==> src/rtl/task_lease_table_top_macros.svh <==
// Assertion helpers used by tlt_ctrl.
`ifndef TASK_LEASE_TABLE_TOP_MACROS_SVH
`define TASK_LEASE_TABLE_TOP_MACROS_SVH
`ifndef ASSERT_OFF
`define TLT_ASSERT(lbl, prop, msg) \
  lbl: assert property (@(posedge clk) disable iff (!rst_n) prop) else $error(msg);
`define TLT_NEVER(lbl, expr, msg) \
  lbl: assert property (@(posedge clk) disable iff (!rst_n) !(expr)) else $error(msg);
`else
`define TLT_ASSERT(lbl, prop, msg)
`define TLT_NEVER(lbl, expr, msg)
`endif
`endif

==> src/rtl/tlt_ram.sv <==
module tlt_ram #(
  parameter int unsigned Width = 8,
  parameter int unsigned Depth = 64
) (
  input  logic                     clk,
  input  logic                     wr_en,
  input  logic [$clog2(Depth)-1:0] wr_addr,
  input  logic [Width-1:0]         wr_data,
  input  logic                     rd_en,
  input  logic [$clog2(Depth)-1:0] rd_addr,
  output logic [Width-1:0]         rd_data
);

  logic [Width-1:0] mem [Depth];

  always_ff @(posedge clk) begin
    if (wr_en) begin
      mem[wr_addr] <= wr_data;
    end
    if (rd_en) begin
      rd_data <= mem[rd_addr];
    end
  end

endmodule

==> config.mk <==
export PLATFORM = sky130hd
export DESIGN_NAME = tlt_ram
export DESIGN_NICKNAME = d
export VERILOG_FILES = /design/src/rtl/task_lease_table_top_macros.svh /design/src/rtl/tlt_ram.sv
export SDC_FILE = /design/constraint.sdc
export NUM_CORES = 1
export LEC_CHECK = 0
export BUFFER_PORTS_ARGS = -buffer_cell sky130_fd_sc_hd__buf_2
export CAP_MARGIN = 30
export CORE_UTILIZATION = 40
export DETAILED_ROUTE_END_ITERATION = 7
export PLACE_DENSITY_LB_ADDON = 0.15
export SYNTH_ARGS = -nofsm -noshare
export SYNTH_HDL_FRONTEND = slang
export SYNTH_SLANG_ARGS = --single-unit
==> constraint.sdc <==
create_clock -name clk -period 3.85 [get_ports clk]
set_input_delay 0.1925 -clock clk [delete_from_list [all_inputs] [get_ports clk]]
set_output_delay 0.1925 -clock clk [all_outputs]
set_load 0.03 [all_outputs]
==> reports/results.tsv, run 1 <==
metric	value	unit
CP arrival	2.61	ns
Overall Global Routing Usage	0.194	
vias in the first global route	9779	
Syn Inst Count	940	
Distinct cells, synth	39	
final setup fails	0	
Primary FF master, synth	edfxtp_1	
met3 routed WL	2390	um
Startpoint Class	flip-flop	
Synth area leaders	edfxtp_1 (77%), mux4_2 (14%), nor2_1 (1.5%)	
Logic pwr share	0.051	
Seq cells post-synth	520	
IO Count	31	
Nets	1031	
1st-iter DRT viols	951	
total number of vias	9603	
H-tree Lvls	2	
max_slew headroom	0.328	
Starting Density	0.404	
Hold Buf Count CTS	2	
Final Cycle Share	0.597	
Buffers on Ports	30	
Crit Path Max Fanout	1	
post-CTS resize count	0	
CTS Sinks	520	
Net Count, Synth	963	
share of layout cells above drive strength 1	0.260	
CTS tree	built	
Worst VDD drop	0.328	mV
Clock power frac	0.419	
Clock Skews	0.0219	ns
number of routed nets with antenna violations	0	
Final Max Tran Viols	0	
Total Routed Length	47900	um
top cell type's share of synthesized area	0.771	
Final Hold Fails	0	
top sig layer	met5	
setup tns final	0	ns
Core ar.	50100	um2
Syn-to-layout area delta	13.3	%
leading area contributor after synthesis	edfxtp_1	
via density per instance	5.58	
P_int	9.38	mW
synthesized area	20200	um2
wl on met1	21700	um
DIE AREA	51500	um2
Max Freq	435	MHz
CP Data Required Time	4.16	ns
drt pass-1 iters	5	
net load switching power	2.50	mW
clock slew at reported path FFs	0.06	ns
Post-CTS Setup Bufs	0	
met2 routed WL	22800	um
Max clock buf depth	3	
HPWL after detailed placement	29600	um
sequential area share after synthesis	0.771	
Max Cap Viol	0	
grt total ovfl	0	
Synth async-reset ratio	0	
RSZ-0062 raised after global routing	false	
Yosys warning count	0	
Sw Ratio	0.210	
Rows	82	
Tot Pwr	11.9	mW
Sequential Power Share	0.530	
routability congestion estimate	0.782	
EDFF count, synth	520	
Worst Max-Slew Pin Slew	1.00	ns
post-DR wirelength/cell	27.9	um
Clock Latency Late Sink	0.60	ns
CTS Root Cell	clkbuf_16	
largest net degree at the start of global routing	65	
hold crit path type	in2reg	
first-pass GRT wire length	70500	um
total CTS buffers	54	
Chip Height	227	um
Avg Inst Size Synth	21.5	um2
Pleak	7.09	nW
PwrDens	518	nW/um2
Residual DRC	0	
die width	227	um
Setup CP Type	reg2reg	
Worst Setup End Kind	flip-flop	
initial antenna violation count	2	
run status	completed	
post-layout min period	2.30	ns
## worst max-delay path, cell delays in order, from the launching register on
cell and delay [ns]:
edfxtp_1 0.36, mux4_2 0.47, mux2_2 0.30, a221oi_1 0.75, o2bb2ai_1 0.14
## routing by layer
layer	track usage	vias up
met5	0	-
met4	0.0511	4
met3	0.0405	70
met2	0.302	234
met1	0.279	5224
li1	-	4071
## kinds of logic after synthesis
family | share of synthesized area
AOI/OAI and AO/OA | 0.0206
DFF | 0.771
buffers and inverters | 0.0156
and+or+nand+nor | 0.0337
muxes | 0.159
## metrics by stage
step / setup WS (ns) / hold slack (ns) / utilization / area [um2] / std cells
after floorplan: 1.85 / 0.291 / - / 20200 / 940
after global placement: 0.939 / 0.426 / 0.423 / 21200 / 1619
after detailed placement: 0.950 / 0.432 / 0.424 / 21300 / 1622
after CTS: 1.49 / 0.0543 / 0.458 / 22900 / 1719
after global routing: 1.51 / 0.0728 / 0.458 / 22900 / 1719
final: 1.55 / 0.0771 / 0.458 / 22900 / 1720
## state kept, by name (all words and copies together) (netlist names)
register / count
rd_data: 8
mem: 512
## synth_stat cells, types with 3 or more instances
cell,number
mux2_2,13
edfxtp_1,520
buf_2,11
o221ai_1,8
nand3b_1,3
a211oi_1,4
o22ai_1,8
buf_6,4
o2111ai_1,3
nand2_1,19
buf_1,4
mux2i_1,23
buf_4,13
nor3_1,7
a221oi_1,6
nor2_1,83
mux4_2,126
nor2b_1,14
o2bb2ai_1,3
clkbuf_1,17
nand2b_1,7
a21oi_1,3
a22oi_1,3
nand3_1,13
## power groups by stage
stage	combinational, mW	clock (mW)	sequential, mW
after floorplan	0.334	0	6.42
after global placement	0.595	0	6.42
after detailed placement	0.611	0	6.42
after CTS	0.613	5.08	6.30
after global routing	0.643	5.27	6.30
final	0.601	4.98	6.30
## path summary, 6_finish.rpt
path / startpoint / endpoint / slack (ns) / cells after the start
max: mem[45][0] / rd_data[0] / 1.55 / 4
min: wr_data[7] / mem[51][7] / 0.08 / 1
max reg2reg: mem[45][0] / rd_data[0] / 1.55 / 4
min reg2reg: mem[31][4] / rd_data[4] / 0.91 / 3
## layout by cell type (no fill, tap or decap), types with 6 or more instances in the layout
cell type	instances
nor3_1	7
a221oi_1	6
mux2i_1	23
mux2_2	13
nand2b_1	7
nor2_1	83
edfxtp_1	520
clkinv_1	9
clkbuf_16	57
clkinv_2	8
clkbuf_1	16
nand2_1	19
mux4_2	126
buf_4	27
buf_2	27
nor2b_1	14
o221ai_1	8
o22ai_1	8
nand3_1	13
## cell type report
| class | instances | area, um2 |
|---|---|---|
| sequential | 520 | 15600 |
| clock inverter | 22 | 179 |
| multi-input combinational | 369 | 4320 |
| fill | 4254 | 27100 |
| clock buffer | 73 | 1490 |
| timing repair buffer | 63 | 499 |
| antenna | 1 | 2.50 |
| tap | 672 | 841 |
Power figures use the tool's default switching activity.
==> inputs of run 2 (changes only) <==
==> constraint.sdc (replaced) <==
create_clock -name clk -period 2 [get_ports clk]
set_input_delay 0.1 -clock clk [delete_from_list [all_inputs] [get_ports clk]]
set_output_delay 0.1 -clock clk [all_outputs]
set_load 0.03 [all_outputs]
==> run 2 against run 1 <==
- design area up 5.5%
- sequential cell count is the same
- largest cell class unchanged
- clock-buffer cell count decreased by 5
- via count increased by 3.3%
==> reports/results.tsv, run 2 (synthesis gave the netlist of run 1 again) <==
metric	value	unit	change
Rows	82		unchanged
die width	227	um	unchanged
1st-iter DRT viols	895		-5.9%
commonest non-fill, non-tap cell in the layout	edfxtp_1		
run status	completed		
Worst VDD drop	0.600	mV	+83%
routability congestion estimate	0.805		+3.0%
Max Freq	504	MHz	+16%
hold crit path type	in2reg		
Chip Height	227	um	unchanged
RSZ-0062 raised after global routing	true		
Clock Skews	0.0109	ns	-0.0110 ns
via density per instance	5.34		-4.4%
number of routed nets with antenna violations	0		unchanged
Clock Latency Late Sink	0.59	ns	about the same
Final Max Tran Viols	0		unchanged
Overall Global Routing Usage	0.192		-0.00171
max reg flops	512		unchanged
Core ar.	50100	um2	unchanged
clock slew at reported path FFs	0.06	ns	about the same
H-tree Lvls	2		unchanged
Max Cap Viol	0		unchanged
Nets	1172		+14%
antenna cells	0		-1
Total Routed Length	47700	um	-0.39%
total CTS buffers	54		unchanged
Most flops, register	mem		
Max clock buf depth	3		unchanged
Setup CP Type	reg2reg		
Crit Path Max Fanout	1		unchanged
setup tns final	0	ns	unchanged
Buffers on Ports	30		unchanged
Finished Cell Area	24200	um2	+5.5%
Worst Max-Slew Pin Slew	0.723	ns	-0.281 ns
CTS Sinks	520		unchanged
share of layout cells above drive strength 1	0.351		+0.0915
Residual DRC	0		unchanged
Final Hold Fails	0		unchanged
CP arrival	2.31	ns	-0.30 ns
Area after DPL	22500	um2	+5.8%
HPWL after detailed placement	31000	um	+4.8%
grt total ovfl	0		unchanged
largest net degree at the start of global routing	65		unchanged
Starting Density	0.404		unchanged
drt pass-1 iters	5		unchanged
total number of vias	9922		+3.3%
IO Count	31		unchanged
vias in the first global route	10200		+3.9%
Pleak	7.87	nW	+11%
final setup fails	0		unchanged
max_slew headroom	0.518		+0.190
post-DR wirelength/cell	25.7	um	-7.8%
biggest regs	mem x512, rd_data x8		
Final Cycle Share	0.993		+0.396
CTS tree	built		
Startpoint Class	flip-flop		
dpl cells	1761		+8.6%
initial antenna violation count	2		unchanged
Tot Pwr	22.8	mW	+92%
CP Data Required Time	2.32	ns	-1.84 ns
DIE AREA	51500	um2	unchanged
post-layout min period	1.99	ns	-0.312 ns
Worst Setup End Kind	flip-flop		
Non-Filler Instances	1859		+8.1%
CTS Root Cell	clkbuf_16		
first-pass GRT wire length	69900	um	-0.76%
Post-CTS Setup Bufs	0		unchanged
most frequent cells in the layout	edfxtp_1 (520), buf_4 (151), mux4_2 (126)		
PwrDens	944	nW/um2	+82%
Syn-to-layout area delta	19.5	%	
[run 2: changes by cell type in the layout (fill, tap and decap cells not counted), sizes merged]
cell / change
buf: +139
clkbuf: -5
clkinv: +5
clkinvlp: -2
dlygate4sd3: +2
diode: -1
inv: +1
[run 2: worst paths after layout]
path,end,from,cells after the start,slack [ns]
worst max-delay path,rd_data[1],mem[45][1],4,0.01
worst min-delay path,mem[17][0],wr_data[0],1,0.04
worst max register to register,rd_data[1],mem[45][1],4,0.01
worst min register to register,rd_data[0],mem[35][0],4,0.90
[run 2: through the flow]
stage	setup slack, ns	hold slack [ns]	util
finish	0.0143	0.0366	0.483
global route	-0.0407	0.0309	0.483
CTS	0.000604	0.0234	0.483
detailed placement	-0.318	0.497	0.449
global placement	-0.314	0.494	0.448
floorplan	0.0937	0.199	-
[run 2: area by class of cell]
type	count	area (um2)
fill	4245	25900
sequential	520	15600
multi-input combinational	369	4370
timing repair buffer	204	1740
clock buffer	68	1430
tap	672	841
clock inverter	26	194
[run 2: what timing repair did]
item,4_1_cts,5_1_grt
pin swaps,2,0
hold buffers,4,0
resized for setup,5,6
cloned,0,0
endpoints found under the setup margin,3,5
hold endpoints to repair,22,0
[run 2: report_power, final]
part	switching [mW]	internal (mW)
combinational	0.772	0.578
sequential	0.0323	12.1
clock	3.98	5.37
total	4.78	18.0
[run 2: per-layer routing]
layer	GRT usage	wire [um]	vias to the layer above
met1	0.272	21400	5266
met4	0.0563	1130	4
met2	0.302	22800	226
met5	0	27	-
li1	-	-	4355
met3	0.0401	2400	71
[run 2: worst max-delay path: stages (launching register included)]
cell       delay (ns)
edfxtp_1         0.37
mux4_2           0.48
mux2_2           0.33
a221oi_1         0.42
o2bb2ai_1        0.13
