$ cat src/rtl/task_lease_table_top_macros.svh
// Assertion helpers used by tlt_ctrl.
`ifndef TASK_LEASE_TABLE_TOP_MACROS_SVH
`define TASK_LEASE_TABLE_TOP_MACROS_SVH
`ifndef ASSERT_OFF
`define TLT_ASSERT(lbl, prop, msg) \
  lbl: assert property (@(posedge clk) disable iff (!rst_n) prop) else $error(msg);
`define TLT_NEVER(lbl, expr, msg) \
  lbl: assert property (@(posedge clk) disable iff (!rst_n) !(expr)) else $error(msg);
`else
`define TLT_ASSERT(lbl, prop, msg)
`define TLT_NEVER(lbl, expr, msg)
`endif
`endif

$ cat src/rtl/tlt_pkg.sv
package tlt_pkg;

  localparam int unsigned TABLE_DEPTH = 64;
  localparam logic [31:0] LEASE_RESET = 32'd45000;
  localparam logic [2:0]  LEASE_ADDR  = 3'd0;

  localparam logic [2:0] REQ_SUBMIT  = 3'd0;
  localparam logic [2:0] REQ_CLAIM   = 3'd1;
  localparam logic [2:0] REQ_PUBLISH = 3'd2;
  localparam logic [2:0] REQ_CANCEL  = 3'd3;
  localparam logic [2:0] REQ_TICK    = 3'd4;
  localparam logic [2:0] REQ_READ    = 3'd5;

  localparam logic [2:0] ST_QUEUED    = 3'd0;
  localparam logic [2:0] ST_LEASED    = 3'd1;
  localparam logic [2:0] ST_SUCCEEDED = 3'd2;
  localparam logic [2:0] ST_FAILED    = 3'd3;
  localparam logic [2:0] ST_CANCELLED = 3'd4;

  localparam logic [1:0] RS_SUCCEEDED = 2'd0;
  localparam logic [1:0] RS_CANCELLED = 2'd1;

  localparam logic [3:0] OC_DONE        = 4'd0;
  localparam logic [3:0] OC_UPDATED     = 4'd1;
  localparam logic [3:0] OC_RENEWED     = 4'd2;
  localparam logic [3:0] OC_LEASED      = 4'd3;
  localparam logic [3:0] OC_PUBLISHED   = 4'd4;
  localparam logic [3:0] OC_CANCELLED   = 4'd5;
  localparam logic [3:0] OC_EMPTY       = 4'd6;
  localparam logic [3:0] OC_MISSING     = 4'd7;
  localparam logic [3:0] OC_TERMINAL    = 4'd8;
  localparam logic [3:0] OC_STALE       = 4'd9;
  localparam logic [3:0] OC_UNCLAIMABLE = 4'd10;

  localparam int unsigned NUM_CNT = 7;
  localparam logic [2:0] CNT_SUBMITTED = 3'd0;
  localparam logic [2:0] CNT_CLAIMED   = 3'd1;
  localparam logic [2:0] CNT_RENEWED   = 3'd2;
  localparam logic [2:0] CNT_RECLAIMED = 3'd3;
  localparam logic [2:0] CNT_PUBLISHED = 3'd4;
  localparam logic [2:0] CNT_STALE     = 3'd5;
  localparam logic [2:0] CNT_CANCELLED = 3'd6;

  typedef struct packed {
    logic [31:0] task_id;
    logic [2:0]  status;
    logic [15:0] owner;
    logic [31:0] expiry;
  } entry_t;

  function automatic logic [31:0] sat_add32(input logic [31:0] a, input logic [31:0] b);
    logic [32:0] s;
    s = {1'b0, a} + {1'b0, b};
    return s[32] ? 32'hFFFF_FFFF : s[31:0];
  endfunction

endpackage

$ cat src/rtl/tlt_cfg.sv
module tlt_cfg (
  input  logic        clk,
  input  logic        rst_n,
  input  logic        psel,
  input  logic        penable,
  input  logic        pwrite,
  input  logic [2:0]  paddr,
  input  logic [31:0] pwdata,
  output logic [31:0] prdata,
  output logic        pready,
  output logic [31:0] lease_duration
);

  import tlt_pkg::*;

  logic [31:0] lease_r;
  logic        wr_hit;

  assign wr_hit = psel && penable && pwrite && (paddr == LEASE_ADDR);

  always_ff @(posedge clk) begin
    if (!rst_n) begin
      lease_r <= LEASE_RESET;
    end else if (wr_hit) begin
      lease_r <= pwdata;
    end
  end

  assign prdata         = (paddr == LEASE_ADDR) ? lease_r : 32'd0;
  assign pready         = 1'b1;
  assign lease_duration = lease_r;

endmodule

$ cat config.mk
export PLATFORM = sky130hd
export DESIGN_NAME = tlt_cfg
export DESIGN_NICKNAME = d
export VERILOG_FILES = /design/src/rtl/task_lease_table_top_macros.svh /design/src/rtl/tlt_pkg.sv /design/src/rtl/tlt_cfg.sv
export SDC_FILE = /design/constraint.sdc
export NUM_CORES = 1
export LEC_CHECK = 0
export BUFFER_PORTS_ARGS = -buffer_cell sky130_fd_sc_hd__buf_2
export CORE_AREA = 2 2 65 67
export DETAILED_ROUTE_END_ITERATION = 6
export DIE_AREA = 0 0 67 69
export GPL_ROUTABILITY_DRIVEN = 0
export GPL_TIMING_DRIVEN = 0
export PLACE_DENSITY = 0.77
export SLEW_MARGIN = 20
export SYNTH_ARGS = -nofsm -noshare
export SYNTH_HDL_FRONTEND = slang
export SYNTH_SLANG_ARGS = --single-unit
$ cat constraint.sdc
create_clock -name clk -period 2.2 [get_ports clk]
set_input_delay 0.66 -clock clk [delete_from_list [all_inputs] [get_ports clk]]
set_output_delay 0.66 -clock clk [all_outputs]
set_load 0.05 [all_outputs]
==> impl_metrics.toml, run 1 <==
[power_and_ir_drop]
power_frac_comb_pct = 17.2
p_per_area_nw_per_um2 = 433
leakagePower_nw = 1.31
p_sw_share_pct = 25.4
p_int_mw = 0.881
seq_power_share_pct = 49.8
peakVddDrop_mv = 0.302
p_switching_mw = 0.299
power_frac_clock_pct = 33.0

[setup_path]
r2r_slack_ns = 1.55
crit_path_end_kind = "output port"
max_stage_delay_ns = 0.20
cp.arrival_ns = 1.56
startpoint = "paddr[0]"
critPathLaunchType = "input port"
critPathBufInv = 4
crit_family = "buffers and inverters"
path_cells = "buf_6 > nor3_4 > buf_12 > buf_6 > and2_2 > buf_6"
critPathKind = "input port to output port"
rr_startpoint = "lease_duration[11]"
critPathSlowestCell = "nor3_4"
cp.required_ns = 1.54
crit_top_cell = "buf_6"
cp_max_fo = 9

[timing]
rsz0062_at_grt = "yes"
timing.final.ws_setup_ns = -0.0220
tns_ns = -0.117
period_minus_slack_ns = 2.22
hold_viol_final = 0
max_freq_ghz = 0.450
fin_crit_sh_pct = 101
holdWs_ns = 0.468
worst_clock_skew_ns = 0
setup_viol = 13
finalMaxSlewViolations = 0

[route]
drtAntennaViolNets = 0
drcViolationCount = 0
totalWireLength_um = 4550
drt_first_pass_iters = 5
detail_route.wl_per_cell_um = 13.2
vias = 1591
viasPerCell = 4.63
drt-initial-drc-count = 66

[floorplanning]
num_rows = 23
chipWidth_um = 67
coreArea_um2 = 3910
die_area_um2 = 4620
die_height_um = 69
initial_core_util_pct = 39.6
io_pins = 105

[placement]
dpl_cell_area_um2 = 2160
hpwl_um = 3170
place_ws_ns = -0.404
io_buffer_count = 102

[clock_tree]
cts_buffer_depth = 2
htreeDepth = 2
clk_latency_ns = 0.27
root_buffer = "clkbuf_8"
hold_buffers = 0
cts_tree = "built"
clk_pin_slew_worst_paths_ns = 0.06
cts_buffers = 5
clock_sinks = 32

[synthesis]
syn_nets = 220
syn_inst = 180
synth_edf_count = 0
synthDistinctLibCells = 16
synth_compound_area_share_pct = 4.36
synthMuxAreaShare_pct = 14.9
synth-simple-area-share_pct = 29.3
synth_fa_ha_area_share_pct = 0
synth.area.top_cells = "dfxtp_1 (41%), mux2i_1 (15%), and2_1 (13%)"
synth_seq_area_share_pct = 41.3
synth_top_family_by_area = "simple AND/OR/NAND/NOR gates"
ys_seq_elements = 32
synth_top_cell_by_area = "dfxtp_1"
synth_top_flop_cell = "dfxtp_1"
synth_area_um2 = 1550
synth_warnings = 0
synth_xor_area_share_pct = 0
synth_common_cells = "nand2_1 (46), and2_1 (32), dfxtp_1 (32)"
synth_top_area_share_pct = 41.3
synth.most_common_cell = "nand2_1"
synth_area_per_cell_um2 = 8.61
async_flop_share_pct = 0

[layout]
fin_area_um2 = 2730
area_growth_pct = 75.9
fin_nets = 336
largest_register_ffs = 32
drive_above_1_share_pct = 54.4
n_antenna_cell = 0

[grt]
track_usage_pct = 20.1
grt.overflow.total = 0
grt_max_degree = 11
grt_pass1_wl_um = 7060
grt_pass1_vias = 1470
antenna_found_initial = 0

[hold_path]
hold_path.class = "flop to flop"
worstHoldStart = "lease_duration[20]"

[flow_run]
maxCapViolations = 0

[run_status]
violations = "setup timing"
outcome = "finished with violations"
## power groups by stage
stage | clock (mW) | combinational, mW | sequential (mW)
after floorplan | 0 | 0.0814 | 0.619
after global placement | 0 | 0.156 | 0.601
after detailed placement | 0 | 0.158 | 0.601
after CTS | 0.399 | 0.192 | 0.588
after global routing | 0.428 | 0.216 | 0.589
final | 0.390 | 0.203 | 0.589
## layer usage
metal	up-vias	global-route usage (%)	share of wire [%]	wire (um)
met2	53	37.2	56	2540
met5	-	0	0	0
met1	735	21.9	38	1730
met3	5	3.10	4.7	213
li1	798	-	-	-
met4	0	8.16	1.4	62
## final cells by class
| cell class | instances | area (um2) |
|---|---|---|
| Sequential cell | 32 | 641 |
| Tap cell | 50 | 62.6 |
| Buffer | 16 | 195 |
| Clock buffer | 5 | 68.8 |
| Fill cell | 317 | 1190 |
| Timing Repair Buffer | 109 | 905 |
| Inverter | 9 | 33.8 |
| Multi-Input combinational cell | 123 | 821 |
## placed cells by master, fill, tap and decap left out
master	Yosys	final
o211ai_1	9	9
clkbuf_16	0	3
inv_1	9	9
and3_4	1	1
buf_12	2	3
buf_4	1	4
buf_2	1	69
clkbuf_1	9	5
buf_8	0	29
buf_6	3	12
dfxtp_1	32	32
conb_1	1	1
nand2_1	46	46
and2_4	1	21
clkbuf_8	0	5
mux2i_1	23	23
nand3_1	9	9
and2_2	0	12
nor3_4	1	1
## cell families after synthesis
group,count (synthesis)
and+or+nand+nor,90
DFF,32
buffers and inverters,25
muxes,23
AOI/OAI and AO/OA,9
other,1
## metrics by stage
stage / instances / utilization [%] / power, mW
3_3_place_gp: 332 / 55.3 / 0.757
2_1_floorplan: 180 / - / 0.700
4_1_cts: 342 / 66.7 / 1.18
3_5_place_dp: 332 / 55.3 / 0.759
6_report: 344 / 69.7 / 1.18
5_1_grt: 344 / 69.7 / 1.23
## worst paths after layout
kind                                      endpoint  cells after the start
worst max register to register  lease_duration[11]                      2
worst min-delay path            lease_duration[20]                      2
worst min register to register  lease_duration[20]                      2
worst max-delay path                    prdata[25]                      6
## tightest hold or removal path, delay by kind of cell, from the launching register on
| family | cells | cell delay, ns |
|---|---|---|
| flops | 1 | 0.32 |
| simple gates | 1 | 0.05 |
| mux | 1 | 0.05 |
## repair_timing
| item | in CTS | in global routing |
|---|---|---|
| buffers inserted | 4 | 0 |
| cloned | 1 | 2 |
| pin swaps | 4 | 1 |
| resized for setup | 97 | 35 |
| setup endpoints to repair | 32 | 32 |
Note: power is estimated with default switching activity, not from simulation.
==> run 2: changes to the inputs <==
--- a/config.mk
+++ b/config.mk
@@ -6,12 +6,12 @@
 export NUM_CORES = 1
 export LEC_CHECK = 0
 export BUFFER_PORTS_ARGS = -buffer_cell sky130_fd_sc_hd__buf_2
-export CORE_AREA = 2 2 65 67
+export CORE_AREA = 2 2 50 87
 export DETAILED_ROUTE_END_ITERATION = 6
-export DIE_AREA = 0 0 67 69
+export DIE_AREA = 0 0 52 89
 export GPL_ROUTABILITY_DRIVEN = 0
 export GPL_TIMING_DRIVEN = 0
-export PLACE_DENSITY = 0.77
+export PLACE_DENSITY = 0.76
 export SLEW_MARGIN = 20
 export SYNTH_ARGS = -nofsm -noshare
 export SYNTH_HDL_FRONTEND = slang
==> run 2 against run 1 <==
Compared with the run above: the flow still finishes with violations (setup timing); via count up 2.2%; largest cell class unchanged; sequential power about the same; routed wire length up 5.5%; global-route usage up 0.96 points; final area unchanged.
==> impl_metrics.toml, run 2 (synthesis results as in run 1) <==
[clock_tree]
cts_tree = "built"
clk_pin_slew_worst_paths_ns = 0.06
cts_buffers = 5
hold_buffers = 0
htreeDepth = 2
root_buffer = "clkbuf_8"
clk_latency_ns = 0.27
clock_sinks = 32
cts_buffer_depth = 2

[floorplanning]
chipWidth_um = 52
io_pins = 105
die_area_um2 = 4630
die_height_um = 89
coreArea_um2 = 3870
num_rows = 30
initial_core_util_pct = 40.1

[setup_path]
cp.required_ns = 1.54
crit_path_end_kind = "output port"
cp.arrival_ns = 1.57
critPathKind = "input port to output port"
critPathLaunchType = "input port"
cp_max_fo = 8

[timing]
timing.final.ws_setup_ns = -0.0328
fin_crit_sh_pct = 101
max_freq_ghz = 0.448
holdWs_ns = 0.466
hold_viol_final = 0
worst_clock_skew_ns = 0
finalMaxSlewViolations = 0
setup_viol = 12
tns_ns = -0.220
rsz0062_at_grt = "yes"
period_minus_slack_ns = 2.23

[route]
drt_first_pass_iters = 4
viasPerCell = 4.71
detail_route.wl_per_cell_um = 13.9
drt-initial-drc-count = 28
vias = 1626
totalWireLength_um = 4800
drcViolationCount = 0
drtAntennaViolNets = 0

[hold_path]
hold_path.class = "flop to flop"

[run_status]
violations = "setup timing"
outcome = "finished with violations"

[placement]
hpwl_um = 3190
place_ws_ns = -0.403
io_buffer_count = 102

[power_and_ir_drop]
leakagePower_nw = 1.32
power_frac_comb_pct = 16.0
p_per_area_nw_per_um2 = 457
p_sw_share_pct = 25.9
peakVddDrop_mv = 0.450
seq_power_share_pct = 47.2
power_frac_clock_pct = 36.8
p_switching_mw = 0.323
p_int_mw = 0.923

[layout]
layout_common_cells = "buf_2 (69), nand2_1 (46), buf_8 (32), dfxtp_1 (32), and2_4 (27)"
drive_above_1_share_pct = 54.9
final_common_cell = "buf_2"
n_antenna_cell = 0
area_growth_pct = 75.9
largest_register_ffs = 32
fin_nets = 336

[grt]
antenna_found_initial = 0
grt_pass1_wl_um = 7290
grt_max_degree = 11
track_usage_pct = 21.1
grt_pass1_vias = 1596
grt.overflow.total = 0

[flow_run]
maxCapViolations = 0
==> run 2: changes by cell type in the layout (fill, tap and decap cells not counted), sizes merged <==
| cell | previous run | this run |
|---|---|---|
| buf | 117 | 119 |
| clkbuf | 13 | 12 |
| clkinv | 0 | 2 |
==> run 2: worst max-delay path, stage by stage <==
cell and delay (ns):
buf_6 0.10, nor3_4 0.17, buf_6 0.19, clkbuf_16 0.17, and2_4 0.15, buf_8 0.14
==> run 2: what timing repair did <==
item | CTS | global route
pin swaps | 6 | 3
setup endpoints to repair | 32 | 32
gates cloned | 2 | 0
gates resized for setup | 103 | 36
setup buffers | 3 | 2
hold endpoints to repair | 0 | 0
==> run 2: area by class of cell <==
type	count	area, um2
Clock buffer	6	82.6
Inverter	9	33.8
Clock inverter	2	10.0
Buffer	16	175
Fill cell	305	1140
Timing Repair Buffer	109	896
Sequential cell	32	641
Multi-Input combinational cell	123	828
Tap cell	48	60.1
==> run 2: worst paths after layout <==
| path | cells past startpoint | start | slack [ns] | endpoint |
|---|---|---|---|---|
| max | 6 | paddr[0] | -0.03 | prdata[27] |
| min | 2 | lease_duration[5] | 0.47 | lease_duration[5] |
| max reg2reg | 2 | lease_duration[6] | 1.55 | lease_duration[6] |
| min reg2reg | 2 | lease_duration[5] | 0.47 | lease_duration[5] |
==> run 2: per-layer routing <==
metal	wire length [um]	track usage (%)
met1	1590	21.4
met2	2810	38.8
met3	234	4.35
met4	164	11.5
met5	0	0
==> run 2: power by group through the flow <==
stage          Combinational (mW)  Clock, mW  Sequential, mW
5_1_grt                     0.214      0.498           0.588
3_5_place_dp                0.158          0           0.601
2_1_floorplan              0.0814          0           0.619
3_3_place_gp                0.156          0           0.601
4_1_cts                     0.190      0.468           0.588
6_report                    0.200      0.458           0.588
==> run 2: stage by stage <==
stage                     instances  instance area, um2  util [%]  power, mW
after floorplan                 180                1590         -      0.700
after global placement          330                2160      55.9      0.757
after detailed placement        330                2160      55.9      0.759
after CTS                       343                2620      67.9       1.25
after global routing            345                2730      70.5       1.30
final                           345                2730      70.5       1.25
==> run 3: changes to the inputs <==
--- a/config.mk
+++ b/config.mk
@@ -5,13 +5,14 @@
 export SDC_FILE = /design/constraint.sdc
 export NUM_CORES = 1
 export LEC_CHECK = 0
+export ABC_AREA = 1
 export BUFFER_PORTS_ARGS = -buffer_cell sky130_fd_sc_hd__buf_2
 export CORE_AREA = 2 2 50 87
 export DETAILED_ROUTE_END_ITERATION = 6
 export DIE_AREA = 0 0 52 89
 export GPL_ROUTABILITY_DRIVEN = 0
 export GPL_TIMING_DRIVEN = 0
-export PLACE_DENSITY = 0.76
+export PLACE_DENSITY = 0.78
 export SLEW_MARGIN = 20
 export SYNTH_ARGS = -nofsm -noshare
 export SYNTH_HDL_FRONTEND = slang
==> constraint.sdc (replaced) <==
create_clock -name clk -period 2.2 [get_ports clk]
set_input_delay 0.44 -clock clk [delete_from_list [all_inputs] [get_ports clk]]
set_output_delay 0.44 -clock clk [all_outputs]
set_load 0.05 [all_outputs]
==> run 3 against run 2 <==
Compared with the run above: the flow now finishes without violations; clock power grew 4.8%; count of clock-buffer cells in the layout grew 1; synthesized cell count increased by 46%; critical endpoint is now prdata[23]; largest cell class is now multi-input combinational cells.
==> impl_metrics.toml, run 3 <==
[grt]
track_usage_pct = 18.6
antenna_found_initial = 0
grt.overflow.total = 0
grt_pass1_wl_um = 6570
grt_pass1_vias = 1505
grt_max_degree = 11

[layout]
layout_common_cells = "buf_2 (108), nor2_1 (78), inv_1 (56)"
final_cells = 421
area_growth_pct = 41.7
fin_area_um2 = 2280
ff_latch_area_um2 = 641
n_antenna_cell = 0
largest_register_ffs = 32
drive_above_1_share_pct = 34.6
fill_cells = 434
utilization_pct = 59.1
multiInputGateArea_um2 = 661
fin_nets = 413
final_common_cell = "buf_2"

[setup_path]
crit_end = "prdata[23]"
cp.arrival_ns = 1.38
crit_path_end_kind = "output port"
cp.required_ns = 1.76
regToRegEndpoint = "lease_duration[18]"
crit_top_cell = "buf_2"
r2r_slack_ns = 1.61
path_cells = "buf_2 > nor2_2 > nand2_2 > buf_2 > nor2_1 > buf_2"
crit_family = "buffers and inverters"
r2r_cells = 2
crit_cells = 6
max_stage_delay_ns = 0.27
critPathLaunchType = "input port"
critPathBufInv = 3
critPathSlowestCell = "buf_2"
cp_max_fo = 10
rr_startpoint = "lease_duration[18]"
critPathKind = "input port to output port"
startpoint = "paddr[1]"

[synthesis]
synth_top_flop_cell = "dfxtp_1"
synth_edf_count = 0
synth_top_area_share_pct = 39.8
synth_common_cells = "nor2_1 (78), inv_1 (56), nand2_1 (42)"
synth.most_common_cell = "nor2_1"
synth_area_um2 = 1610
synth_top_cell_by_area = "dfxtp_1"
syn_nets = 303
synth_warnings = 0
syn_inst = 263
async_flop_share_pct = 0
synth_area_per_cell_um2 = 6.13
ys_seq_elements = 32
synth.area.top_cells = "dfxtp_1 (40%), nor2_1 (18%), inv_1 (13%)"
synthDistinctLibCells = 16
synth_seq_area_share_pct = 39.8

[hold_path]
hold_path.class = "input port to flop"

[floorplanning]
die_area_um2 = 4630
io_pins = 105
chipWidth_um = 52
coreArea_um2 = 3870
initial_core_util_pct = 41.7
num_rows = 30
die_height_um = 89

[clock_tree]
cts_buffer_depth = 2
cts_tree = "built"
clock_sinks = 32
cts_buffers = 5
clk_latency_ns = 0.27
cts_setup_buffers = 0
root_buffer = "clkbuf_8"
post_cts_resized = 0
clk_pin_slew_worst_paths_ns = 0.06
hold_buffers = 0
htreeDepth = 2

[route]
dr.max_layer_used = "met4"
drcViolationCount = 0
drt-initial-drc-count = 41
wl_met1_um = 1720
wl_met3_um = 209
drt_first_pass_iters = 4
viasPerCell = 4.31
met2_length_um = 2430
vias = 1816
drtAntennaViolNets = 0
detail_route.wl_per_cell_um = 10.5
totalWireLength_um = 4420

[timing]
finalMaxSlewViolations = 0
max_freq_ghz = 0.549
period_minus_slack_ns = 1.82
timing.final.ws_setup_ns = 0.378
fin_crit_sh_pct = 82.8
hold_viol_final = 0
rsz0062_at_grt = "no"
tns_ns = 0
setup_viol = 0
holdWs_ns = 0.376
worst_clock_skew_ns = 0

[placement]
io_buffer_count = 103
hpwl_um = 3410
dpl_cell_area_um2 = 2190
dp_cells = 414
place_ws_ns = 0.370

[power_and_ir_drop]
leakagePower_nw = 1.37
power_frac_comb_pct = 14.8
power.total_mw = 1.26
p_per_area_nw_per_um2 = 551
seq_power_share_pct = 47.1
p_int_mw = 0.925
peakVddDrop_mv = 0.373
p_switching_mw = 0.333
power_frac_clock_pct = 38.1
p_sw_share_pct = 26.4

[run_status]
outcome = "finished, final reports clean"

[flow_run]
maxCapViolations = 0
-- run 3: cell types whose count changed after synthesis, sizes merged, moves of 6 or more --
cell    delta
and2      -33
buf        +6
clkbuf     -8
inv       +49
mux2i     -23
nand3     +24
nor2      +81
o211ai     -9
-- run 3: cell families after synthesis --
| family | count (synthesis) | share of synthesized area [%] |
|---|---|---|
| flops | 32 | 39.8 |
| simple gates | 158 | 40.8 |
| buf+inv | 72 | 19.3 |
| other cells | 1 | 0.233 |
-- run 3: tightest hold or removal path, stage by stage --
cell and delay [ns]:
buf_2 0.07, nand2_1 0.04, nand3_1 0.06
-- run 3: worst min-delay path by stage --
| stage | slack, ns | end | from | cells past startpoint |
|---|---|---|---|---|
| 6_report | 0.38 | lease_duration[10] | pwdata[10] | 3 |
| 5_1_grt | 0.39 | lease_duration[8] | pwdata[8] | 3 |
| 4_1_cts | 0.37 | lease_duration[10] | pwdata[10] | 3 |
| 3_5_place_dp | 0.47 | lease_duration[11] | lease_duration[11] | 2 |
| 3_3_place_gp | 0.46 | lease_duration[8] | lease_duration[8] | 2 |
| 2_1_floorplan | 0.56 | lease_duration[26] | rst_n | 2 |
-- run 3: layer usage --
| metal | GRT usage [%] | vias up |
|---|---|---|
| li1 | - | 970 |
| met1 | 19.8 | 786 |
| met2 | 35.2 | 54 |
| met3 | 3.34 | 6 |
| met4 | 7.18 | 0 |
| met5 | 0 | - |
-- run 3: power by group through the flow --
| stage | clock network (mW) | logic (mW) | registers, mW |
|---|---|---|---|
| floorplan | 0 | 0.0952 | 0.631 |
| global placement | 0 | 0.184 | 0.605 |
| detailed placement | 0 | 0.186 | 0.605 |
| CTS | 0.485 | 0.187 | 0.593 |
| global route | 0.507 | 0.202 | 0.593 |
| finish | 0.480 | 0.186 | 0.593 |
-- run 3: area by class of cell --
cell class	instances	area share (%)
plain buffers	14	4.05
clock buffers	7	4.22
inverters	58	9.53
multi-input cells	159	28.9
flip-flops and latches	32	28.1
well taps	48	2.63
repair buffers	103	22.6
